<file path="src/rtl/core/tick_to_time_scaler_macros.svh">
// tick_to_time_scaler_macros.svh: assertion macros for the tick to time scaler
// expects signals named clk and rst (synchronous, active high) in the using scope
`ifndef TICK_TO_TIME_SCALER_MACROS_SVH
`define TICK_TO_TIME_SCALER_MACROS_SVH

// same-cycle implication, checked on every rising edge outside reset
`define TTS_ASSERT_NOW(label, ante, cons, msg) \
  label: assert property (@(posedge clk) disable iff (rst) (ante) |-> (cons)) else $error(msg);

// next-cycle implication, checked on every rising edge outside reset
`define TTS_ASSERT_NEXT(label, ante, cons, msg) \
  label: assert property (@(posedge clk) disable iff (rst) (ante) |=> (cons)) else $error(msg);

`endif

</file>
<file path="src/rtl/core/tts_pkg.sv">
// tts_pkg.sv: shared constants and types of the tick to time scaler
// no dependencies
`timescale 1ns / 1ps

package tts_pkg;

  localparam int TIME_W   = 64;
  localparam int FREQ_W   = 32;
  localparam int MS_NUM_W = 10;
  localparam int NS_NUM_W = 30;
  localparam int CNT_W    = 7;

  localparam logic [FREQ_W-1:0] MS_PER_SEC = 32'd1000;
  localparam logic [FREQ_W-1:0] NS_PER_SEC = 32'd1000000000;
  localparam logic [FREQ_W-1:0] FREQ_RESET = 32'd1000000;

  localparam logic [CNT_W-1:0] DIV_STEPS_LONG  = 7'd64;
  localparam logic [CNT_W-1:0] DIV_STEPS_SHORT = 7'd32;

  // requested unit codes
  localparam logic REQ_MS = 1'b0;
  localparam logic REQ_NS = 1'b1;

  // divider launch control
  typedef struct packed {
    logic start;
    logic len32;
  } div_ctl_t;

endpackage

</file>
<file path="src/rtl/core/tts_if.sv">
// tts_if.sv: valid/ready channel interfaces for query and result words
// depends on tts_pkg
`timescale 1ns / 1ps

interface tts_in_if;
  import tts_pkg::*;
  logic              valid;
  logic              ready;
  logic              req_type;
  logic [TIME_W-1:0] counter_value;

  modport source (output valid, output req_type, output counter_value, input ready);
  modport sink   (input valid, input req_type, input counter_value, output ready);
endinterface

interface tts_out_if;
  import tts_pkg::*;
  logic              valid;
  logic              ready;
  logic [TIME_W-1:0] elapsed_time;
  logic              product_overflow;

  modport source (output valid, output elapsed_time, output product_overflow, input ready);
  modport sink   (input valid, input elapsed_time, input product_overflow, output ready);
endinterface

</file>
<file path="src/rtl/core/tts_div.sv">
// tts_div.sv: radix-2 restoring divider, 64 or 32 dividend bits by 32 divisor bits
// one quotient bit per cycle; depends on tts_pkg
`timescale 1ns / 1ps

module tts_div (
  input  logic                          clk,
  input  logic                          rst,
  input  tts_pkg::div_ctl_t             ctl,
  input  logic [tts_pkg::TIME_W-1:0]    dividend,
  input  logic [tts_pkg::FREQ_W-1:0]    divisor,
  output logic                          busy,
  output logic                          done,
  output logic [tts_pkg::TIME_W-1:0]    quotient,
  output logic [tts_pkg::FREQ_W-1:0]    remainder
);
  import tts_pkg::*;

  logic              run;
  logic [CNT_W-1:0]  cnt;
  logic [TIME_W-1:0] dvd;
  logic [TIME_W-1:0] quo;
  logic [FREQ_W-1:0] rem;
  logic [FREQ_W-1:0] dsr;
  logic [FREQ_W:0]   trial;
  logic              fits;

  assign trial = {rem, dvd[TIME_W-1]};
  assign fits  = (trial >= {1'b0, dsr});

  always_ff @(posedge clk) begin
    if (rst) begin
      run  <= 1'b0;
      done <= 1'b0;
      cnt  <= '0;
    end else begin
      done <= 1'b0;
      if (ctl.start) begin
        run <= 1'b1;
        cnt <= ctl.len32 ? DIV_STEPS_SHORT : DIV_STEPS_LONG;
      end else if (run) begin
        cnt <= cnt - CNT_W'(1);
        if (cnt == CNT_W'(1)) begin
          run  <= 1'b0;
          done <= 1'b1;
        end
      end
    end
  end

  always_ff @(posedge clk) begin
    if (ctl.start) begin
      dvd <= ctl.len32 ? {dividend[FREQ_W-1:0], {FREQ_W{1'b0}}} : dividend;
      quo <= '0;
      rem <= '0;
      dsr <= divisor;
    end else if (run) begin
      dvd <= {dvd[TIME_W-2:0], 1'b0};
      quo <= {quo[TIME_W-2:0], fits};
      // a zero divisor always "fits": every quotient bit comes out as one
      rem <= fits ? trial[FREQ_W-1:0] - dsr : trial[FREQ_W-1:0];
    end
  end

  assign busy      = run;
  assign quotient  = quo;
  assign remainder = rem;

endmodule

</file>
<file path="src/rtl/core/tick_to_time_scaler.sv">
// tick_to_time_scaler: a later query runs these steps after acceptance to give its result word
// (subtract, two products of 32-bit counter halves, sum, then 64 steps of the shared divider)
// first query adds the ratio reduction: euclid steps, then the numerator and denominator divides
// on the shared divider, at most about 100 steps for both units together
// one query at a time; a finished word waits in the out register
// rst (sync, high): not started, tick_frequency back to 1000000, no word pending
`timescale 1ns / 1ps

module tick_to_time_scaler (
  input  logic                       clk,
  input  logic                       rst,
  input  logic                       cfg_wr_en,
  input  logic [tts_pkg::FREQ_W-1:0] cfg_wr_data,
  tts_in_if.sink                     in_ch,
  tts_out_if.source                  out_ch
);
  import tts_pkg::*;

  `include "tick_to_time_scaler_macros.svh"

  // sequencer codes
  localparam logic [3:0] S_IDLE  = 4'd0;
  localparam logic [3:0] S_GCD   = 4'd1;   // test y, launch x mod y
  localparam logic [3:0] S_GCD_W = 4'd2;
  localparam logic [3:0] S_NUM   = 4'd3;   // launch per_sec / g
  localparam logic [3:0] S_NUM_W = 4'd4;
  localparam logic [3:0] S_DEN   = 4'd5;   // launch freq / g
  localparam logic [3:0] S_DEN_W = 4'd6;
  localparam logic [3:0] S_SUB   = 4'd7;
  localparam logic [3:0] S_MUL_L = 4'd8;
  localparam logic [3:0] S_MUL_H = 4'd9;
  localparam logic [3:0] S_SUM   = 4'd10;
  localparam logic [3:0] S_DIV   = 4'd11;
  localparam logic [3:0] S_DIV_W = 4'd12;
  localparam logic [3:0] S_OUT   = 4'd13;

  localparam int PP_W  = FREQ_W + NS_NUM_W;      // partial product width
  localparam int SUM_W = PP_W + FREQ_W;          // exact product width

  logic [3:0]          state;
  logic [3:0]          state_next;

  // configuration
  logic [FREQ_W-1:0]   tick_frequency;

  // latched query
  logic                req;
  logic [TIME_W-1:0]   now;

  // start point and reduced ratios
  logic                started;
  logic [TIME_W-1:0]   start_count;
  logic [MS_NUM_W-1:0] ms_numerator;
  logic [FREQ_W-1:0]   ms_denominator;
  logic [NS_NUM_W-1:0] ns_numerator;
  logic [FREQ_W-1:0]   ns_denominator;

  // euclid working pair; x ends as the gcd
  logic [FREQ_W-1:0]   gx;
  logic [FREQ_W-1:0]   gy;
  logic                phase_ns;   // reduction in progress is for nanoseconds

  // product path
  logic [TIME_W-1:0]   ticks;
  logic [PP_W-1:0]     pp_lo;
  logic [PP_W-1:0]     pp_hi;
  logic [PP_W-1:0]     mul_p;
  logic [FREQ_W-1:0]   mul_a;
  logic [NS_NUM_W-1:0] num_sel;
  logic [FREQ_W-1:0]   den_sel;
  logic [SUM_W-1:0]    full_prod;
  logic [TIME_W-1:0]   prod;
  logic                ovf;

  // output register
  logic                out_valid;
  logic [TIME_W-1:0]   out_time;
  logic                out_ovf;
  logic                out_load;

  // shared divider
  div_ctl_t            div_ctl;
  logic [TIME_W-1:0]   div_dividend;
  logic [FREQ_W-1:0]   div_divisor;
  logic                div_busy;
  logic                div_done;
  logic [TIME_W-1:0]   div_quo;
  logic [FREQ_W-1:0]   div_rem;
  logic [FREQ_W-1:0]   per_sec;
  logic                div_wait;   // some step waits on the divider

  logic                in_fire;

  assign in_fire = in_ch.valid && in_ch.ready;
  assign per_sec = phase_ns ? NS_PER_SEC : MS_PER_SEC;

  // config register
  always_ff @(posedge clk) begin
    if (rst) begin
      tick_frequency <= FREQ_RESET;
    end else if (cfg_wr_en) begin
      tick_frequency <= cfg_wr_data;
    end
  end

  // ratio for the requested unit
  always_comb begin
    unique case (req)
      REQ_MS: begin
        num_sel = NS_NUM_W'(ms_numerator);
        den_sel = ms_denominator;
      end
      REQ_NS: begin
        num_sel = ns_numerator;
        den_sel = ns_denominator;
      end
      default: begin
        num_sel = '0;
        den_sel = '0;
      end
    endcase
  end

  // one 32 x 30 multiplier, used for the low then the high counter half
  assign mul_a = (state == S_MUL_L) ? ticks[FREQ_W-1:0] : ticks[TIME_W-1:FREQ_W];
  assign mul_p = PP_W'(mul_a) * PP_W'(num_sel);

  // exact product; bits above 64 mean the wrapped product lost something
  assign full_prod = {pp_hi, {FREQ_W{1'b0}}} + SUM_W'(pp_lo);
  assign prod      = full_prod[TIME_W-1:0];

  // divider operand and launch selection
  always_comb begin
    div_ctl      = '0;
    div_dividend = '0;
    div_divisor  = '0;
    unique case (state)
      S_GCD: begin
        div_ctl.start = (gy != '0);
        div_ctl.len32 = 1'b1;
        div_dividend  = TIME_W'(gx);
        div_divisor   = gy;
      end
      S_NUM: begin
        div_ctl.start = 1'b1;
        div_ctl.len32 = 1'b1;
        div_dividend  = TIME_W'(per_sec);
        div_divisor   = gx;
      end
      S_DEN: begin
        div_ctl.start = 1'b1;
        div_ctl.len32 = 1'b1;
        div_dividend  = TIME_W'(tick_frequency);
        div_divisor   = gx;
      end
      S_DIV: begin
        // zero denominator: restoring steps give all ones
        div_ctl.start = 1'b1;
        div_ctl.len32 = 1'b0;
        div_dividend  = prod;
        div_divisor   = den_sel;
      end
      default: begin
        div_ctl = '0;
      end
    endcase
  end

  tts_div u_div (
    .clk       (clk),
    .rst       (rst),
    .ctl       (div_ctl),
    .dividend  (div_dividend),
    .divisor   (div_divisor),
    .busy      (div_busy),
    .done      (div_done),
    .quotient  (div_quo),
    .remainder (div_rem)
  );

  assign div_wait = (state == S_GCD_W) || (state == S_NUM_W) ||
                    (state == S_DEN_W) || (state == S_DIV_W);

  // the finished word may enter once the previous one has gone or is leaving
  assign out_load = (state == S_OUT) && (!out_valid || out_ch.ready);

  // sequencer
  always_comb begin
    state_next = state;
    unique case (state)
      S_IDLE:  if (in_fire) state_next = started ? S_SUB : S_GCD;
      S_GCD:   state_next = (gy == '0) ? S_NUM : S_GCD_W;
      S_GCD_W: if (div_done) state_next = S_GCD;
      S_NUM:   state_next = S_NUM_W;
      S_NUM_W: if (div_done) state_next = S_DEN;
      S_DEN:   state_next = S_DEN_W;
      S_DEN_W: if (div_done) state_next = phase_ns ? S_SUB : S_GCD;
      S_SUB:   state_next = S_MUL_L;
      S_MUL_L: state_next = S_MUL_H;
      S_MUL_H: state_next = S_SUM;
      S_SUM:   state_next = S_DIV;
      S_DIV:   state_next = S_DIV_W;
      S_DIV_W: if (div_done) state_next = S_OUT;
      S_OUT:   if (out_load) state_next = S_IDLE;
      default: state_next = S_IDLE;
    endcase
  end

  // control state
  always_ff @(posedge clk) begin
    if (rst) begin
      state          <= S_IDLE;
      started        <= 1'b0;
      phase_ns       <= 1'b0;
      out_valid      <= 1'b0;
      start_count    <= '0;
      ms_numerator   <= '0;
      ms_denominator <= '0;
      ns_numerator   <= '0;
      ns_denominator <= '0;
    end else begin
      state <= state_next;
      if (state == S_IDLE && in_fire && !started) begin
        phase_ns <= 1'b0;
      end
      if (state == S_NUM_W && div_done) begin
        if (phase_ns) begin
          ns_numerator <= div_quo[NS_NUM_W-1:0];
        end else begin
          ms_numerator <= div_quo[MS_NUM_W-1:0];
        end
      end
      if (state == S_DEN_W && div_done) begin
        if (phase_ns) begin
          ns_denominator <= div_quo[FREQ_W-1:0];
          started        <= 1'b1;
          // a zero start point is kept as all ones
          start_count    <= (now == '0) ? '1 : now;
        end else begin
          ms_denominator <= div_quo[FREQ_W-1:0];
          phase_ns       <= 1'b1;
        end
      end
      if (out_load) begin
        out_valid <= 1'b1;
      end else if (out_ch.ready) begin
        out_valid <= 1'b0;
      end
    end
  end

  // datapath registers
  always_ff @(posedge clk) begin
    if (in_fire) begin
      req <= in_ch.req_type;
      now <= in_ch.counter_value;
    end
    // euclid pair load at the start of each unit's reduction
    if ((state == S_IDLE && in_fire && !started)) begin
      gx <= MS_PER_SEC;
      gy <= tick_frequency;
    end else if (state == S_DEN_W && div_done && !phase_ns) begin
      gx <= NS_PER_SEC;
      gy <= tick_frequency;
    end else if (state == S_GCD_W && div_done) begin
      gx <= gy;
      gy <= div_rem;
    end
    if (state == S_SUB) begin
      ticks <= now - start_count;
    end
    if (state == S_MUL_L) begin
      pp_lo <= mul_p;
    end
    if (state == S_MUL_H) begin
      pp_hi <= mul_p;
    end
    if (state == S_SUM) begin
      ovf <= |full_prod[SUM_W-1:TIME_W];
    end
    if (out_load) begin
      out_time <= div_quo;
      out_ovf  <= ovf;
    end
  end

  assign in_ch.ready             = (state == S_IDLE);
  assign out_ch.valid            = out_valid;
  assign out_ch.elapsed_time     = out_time;
  assign out_ch.product_overflow = out_ovf;

  // checks
  `TTS_ASSERT_NOW(a_done_expected, div_done, div_wait, "divider finished while no step waits")
  `TTS_ASSERT_NOW(a_accept_div_idle, in_fire, !div_busy, "query taken while divider busy")
  `TTS_ASSERT_NOW(a_product_after_start, state == S_SUB, started, "product step before start")
  `TTS_ASSERT_NEXT(a_started_holds, started, started, "start point lost outside reset")

endmodule
</file>
<file path="src/flat_wrapper.sv">
// flat-port wrapper written by rule: the top's interface ports become plain ports
module tick_to_time_scaler_flat import tts_pkg::*;
  (clk, rst, cfg_wr_en, cfg_wr_data, in_ch_valid, in_ch_req_type, in_ch_counter_value, in_ch_ready, out_ch_valid, out_ch_elapsed_time, out_ch_product_overflow, out_ch_ready);
  tts_in_if in_ch_i ();
  tts_out_if out_ch_i ();
  input  logic clk;
  input  logic rst;
  input  logic cfg_wr_en;
  input  logic [tts_pkg::FREQ_W-1:0] cfg_wr_data;
  input wire logic [$bits(in_ch_i.valid)-1:0] in_ch_valid;
  input wire logic [$bits(in_ch_i.req_type)-1:0] in_ch_req_type;
  input wire logic [$bits(in_ch_i.counter_value)-1:0] in_ch_counter_value;
  output wire logic [$bits(in_ch_i.ready)-1:0] in_ch_ready;
  output wire logic [$bits(out_ch_i.valid)-1:0] out_ch_valid;
  output wire logic [$bits(out_ch_i.elapsed_time)-1:0] out_ch_elapsed_time;
  output wire logic [$bits(out_ch_i.product_overflow)-1:0] out_ch_product_overflow;
  input wire logic [$bits(out_ch_i.ready)-1:0] out_ch_ready;
  assign in_ch_i.valid = in_ch_valid;
  assign in_ch_i.req_type = in_ch_req_type;
  assign in_ch_i.counter_value = in_ch_counter_value;
  assign in_ch_ready = in_ch_i.ready;
  assign out_ch_valid = out_ch_i.valid;
  assign out_ch_elapsed_time = out_ch_i.elapsed_time;
  assign out_ch_product_overflow = out_ch_i.product_overflow;
  assign out_ch_i.ready = out_ch_ready;
  tick_to_time_scaler u_core (.clk(clk), .rst(rst), .cfg_wr_en(cfg_wr_en), .cfg_wr_data(cfg_wr_data), .in_ch(in_ch_i), .out_ch(out_ch_i));
endmodule
</file>
<file path="config.mk">
export PLATFORM = sky130hd
export DESIGN_NAME = tick_to_time_scaler_flat
export DESIGN_NICKNAME = d
export VERILOG_FILES = /design/src/rtl/core/tts_pkg.sv /design/src/rtl/core/tts_if.sv /design/src/rtl/core/tts_div.sv /design/src/rtl/core/tick_to_time_scaler.sv /design/src/flat_wrapper.sv
export VERILOG_INCLUDE_DIRS = /design/src /design/src/rtl/core
export SDC_FILE = /design/constraint.sdc
export NUM_CORES = 2
export LEC_CHECK = 0
export BUFFER_PORTS_ARGS = -buffer_cell sky130_fd_sc_hd__clkbuf_2
export CAP_MARGIN = 30
export CORE_UTILIZATION = 55
export DETAILED_ROUTE_END_ITERATION = 10
export PLACE_DENSITY_LB_ADDON = 0.1
export SYNTH_ARGS = -nofsm -noshare
export SYNTH_HDL_FRONTEND = slang
export SYNTH_SLANG_ARGS = --single-unit
</file>
<file path="constraint.sdc">
create_clock -name clk -period 16.15 [get_ports clk]
set_clock_uncertainty 0.05 [all_clocks]
set_input_delay 1.615 -clock clk [delete_from_list [all_inputs] [get_ports clk]]
set_output_delay 1.615 -clock clk [all_outputs]
set_load 0.01 [all_outputs]
</file>
==> results.txt <==
status = finished, final reports clean
wire per inst = 25.4 um
layout cell share with drive strength beyond 1 = 7.48%
Synth async-reset ratio = 0%
Synth area leaders = fa_1, edfxtp_1, dfxtp_1, ha_1, inv_1
port bufs = 168
first-pass GRT wire length = 339000 um
TritonRoute pass-1 iters = 6
Antenna diodes = 0
clock tree from TritonCTS = done
Ys Warns = 0
die width = 352 um
Final nets = 8467
die height = 352 um
Hold Crit Start = u_core.u_div.quotient[63]
Netlist cell types = 86
Initial DRC Count = 5224
sum of buffers and inverters on the critical path = 6
final hold vios = 0
CTS Root Cell = clkbuf_16
Max Root-Sink Buffers = 3
Rel. slew slack = 30.5%
peak supply drop = 0.000145 V
Final setup violation count = 0
RSZ-0062 raised after global routing = false
post-CTS setup buffer count = 0
type of the most critical hold path = reg2reg
Crit path max-delay family = adder cells
# hold bufs at CTS = 0
core area = 122000 um2
Arr. time, crit path = 10.90 ns
crit share post-route = 64.9%
FILL cells = 10664
Die ar. = 124000 um2
Initial Util = 55.4%
worst slew pin tran = 1.04 ns
GRT Residual Overflow = 0
WS Path Type = reg2reg
Post-synth EDFFs = 447
CP max stage delay = 0.57 ns
max-slew violations = 0
CP most frequent cell = fa_1
Worst Setup Start Kind = flip-flop
Max Clock Freq = 95.5 MHz
Sink Count = 791
Sequential Area = 20300 um2
Critical Path RT = 16.57 ns
Synth Instances = 7142
hold depth = 0
worst r2r dst = u_core.pp_lo[56]
multi-input logic area = 42100 um2
dpl hpwl = 172000 um
total power = 6.96 mW
worst skew pair latency = 0.72 ns
# rows = 128
DRC viols = 0
leakage = 32.7 nW
max cap viols = 0
pin count of the biggest net entering global routing = 127
post-cts resize count = 0
via count = 52619
drt via density = 5.95
Reg-to-Reg Start = u_core.state[0]
gr usage total = 36.6%
routability cong. = 1.04
final antenna-violating net count = 0
critical path fanouts, max = 126
final WL = 225000 um
CTS Buf Count = 88
slowest stage cell, crit path = fa_1
mapped cell area = 67400 um2
Syn Nets = 8460
Synth area leader = fa_1
Worst Setup End Kind = flip-flop
area share of the largest cell type after synthesis = 24.9%
ys flop type = edfxtp_1
Top Ports = 169
number of global-route vias before repair = 53201
clock period minus worst slack = 10.48 ns
post-route setup slack = 5.67 ns
initial antenna violation count = 0
syn_area_per_cell = 9.44 um2
Worst-path clk slew = 0.06 ns
hold endpoint = u_core.out_ch.elapsed_time[63]
Syn-to-layout area delta = 8.40%
register area share after synthesis = 30.1%
P per Cell Area = 95.3 nW/um2
dpl ws = 5.89 ns
FF-to-FF setup slack = 5.67 ns
Reg2Reg Depth = 30
setup_tns = 0 ns
H-tree Lvls = 3
Synth Register Bits = 791
[metrics by stage]
step           instances  area, um2  utilization, %  hold slack (ns)
2_1_floorplan       7142      67400               -            0.350
3_3_place_gp        8677      69900            57.4            0.373
3_5_place_dp        8683      70000            57.5            0.371
4_1_cts             8846      73000            60.0            0.392
5_1_grt             8847      73100            60.0            0.411
6_report            8847      73100            60.0            0.388
[sequential cells by signal, indices dropped and copies added, names as in the netlist, 4 cells and up]
name / count
u_core.u_div.dvd: 64
u_core.u_div.dsr: 32
u_core.ns_numerator: 30
u_core.pp_hi: 62
u_core.u_div.remainder: 32
u_core.pp_lo: 62
u_core.ms_numerator: 10
u_core.start_count: 64
u_core.ticks: 64
u_core.u_div.cnt: 7
u_core.gx: 32
u_core.tick_frequency: 32
u_core.now: 64
u_core.state: 4
u_core.u_div.quotient: 64
u_core.out_ch.elapsed_time: 64
u_core.ns_denominator: 32
u_core.ms_denominator: 32
u_core.gy: 32
[how the worst max path moves through the flow]
stage / startpoint / to / slack [ns] / cells after the start
3_3_place_gp: u_core.state[0] / u_core.pp_hi[56] / 5.99 / 30
5_1_grt: u_core.state[0] / u_core.pp_lo[56] / 5.30 / 30
6_report: u_core.state[0] / u_core.pp_lo[56] / 5.67 / 30
3_5_place_dp: u_core.state[0] / u_core.pp_hi[56] / 5.89 / 30
2_1_floorplan: u_core.state[0] / u_core.pp_hi[44] / 5.51 / 32
4_1_cts: u_core.state[0] / u_core.pp_lo[56] / 5.83 / 30
[synthesized netlist by cell type, types with 8 or more instances]
cell,number
inv_1,1019
nand2_1,956
nor2_1,932
fa_1,839
edfxtp_1,447
ha_1,377
a21oi_1,375
dfxtp_1,344
clkbuf_1,312
mux2i_1,195
o21ai_0,162
xnor2_1,126
a21o_1,93
a211oi_1,76
nand3_1,76
xor2_1,64
nand4_1,56
nor3_1,53
mux2_2,43
nor4_1,40
a221o_1,38
nor2b_1,37
a31oi_1,36
and3_1,32
a22o_1,31
buf_1,31
and2_1,28
nand2b_1,27
o21bai_1,26
o21a_1,23
o211ai_1,22
or3_1,17
a211o_1,11
a221oi_1,11
o31ai_1,11
a22oi_1,10
o2111a_1,10
o31a_1,10
a41oi_1,9
buf_2,9
o21ai_1,9
or2_2,9
a311oi_1,8
[power by group]
part	total (mW)	switching (mW)	internal, mW
logic	2.10	1.33	0.776
clock network	2.09	0.887	1.20
registers	2.77	0.239	2.53
[kinds of logic (layout without fill, tap and decap cells)]
kind of cell	Yosys count	in the layout	synth area share (%)
AO/OA/AOI/OAI	1041	1041	10.0
XOR/XNOR	190	190	2.47
adder cells (fa/ha/maj)	1216	1216	31.9
buffers and inverters	1376	1456	7.71
flip-flops	791	791	30.1
multiplexers	244	244	3.72
AND/OR/NAND/NOR	2284	2284	14.0
[per-layer routing]
| metal | wire length, um | global-route usage (%) |
|---|---|---|
| met5 | 0 | 0 |
| met4 | 12900 | 17.9 |
| met3 | 20300 | 6.88 |
| met2 | 100000 | 56.4 |
| met1 | 91800 | 49.7 |
[area by class of cell]
cell class / instances / area share (%)
Multi-Input combinational cell: 4975 / 57.7
Sequential cell: 791 / 27.8
Inverter: 1020 / 5.24
Clock buffer: 116 / 3.31
Tap cell: 1625 / 2.78
Timing Repair Buffer: 273 / 2.40
Clock inverter: 47 / 0.803
[cells in the final DEF, fill, tap and decap left out, types with 15 or more instances in the layout]
master,instances
inv_1,1016
nand2_1,955
nor2_1,927
fa_1,839
edfxtp_1,447
ha_1,377
a21oi_1,373
dfxtp_1,343
clkbuf_2,167
mux2i_1,164
o21ai_0,162
xnor2_1,126
buf_4,97
a21o_1,93
clkbuf_16,89
a211oi_1,76
nand3_1,75
xor2_1,64
nand4_1,56
nor3_1,48
mux2_2,43
nor4_1,40
a221o_1,38
nor2b_1,36
a31oi_1,36
and3_1,32
a22o_1,31
mux2i_2,29
nand2b_1,27
o21bai_1,26
and2_1,25
o21a_1,23
o211ai_1,22
clkbuf_1,18
or3_1,17
clkinv_2,15
Power figures use the tool's default switching activity.
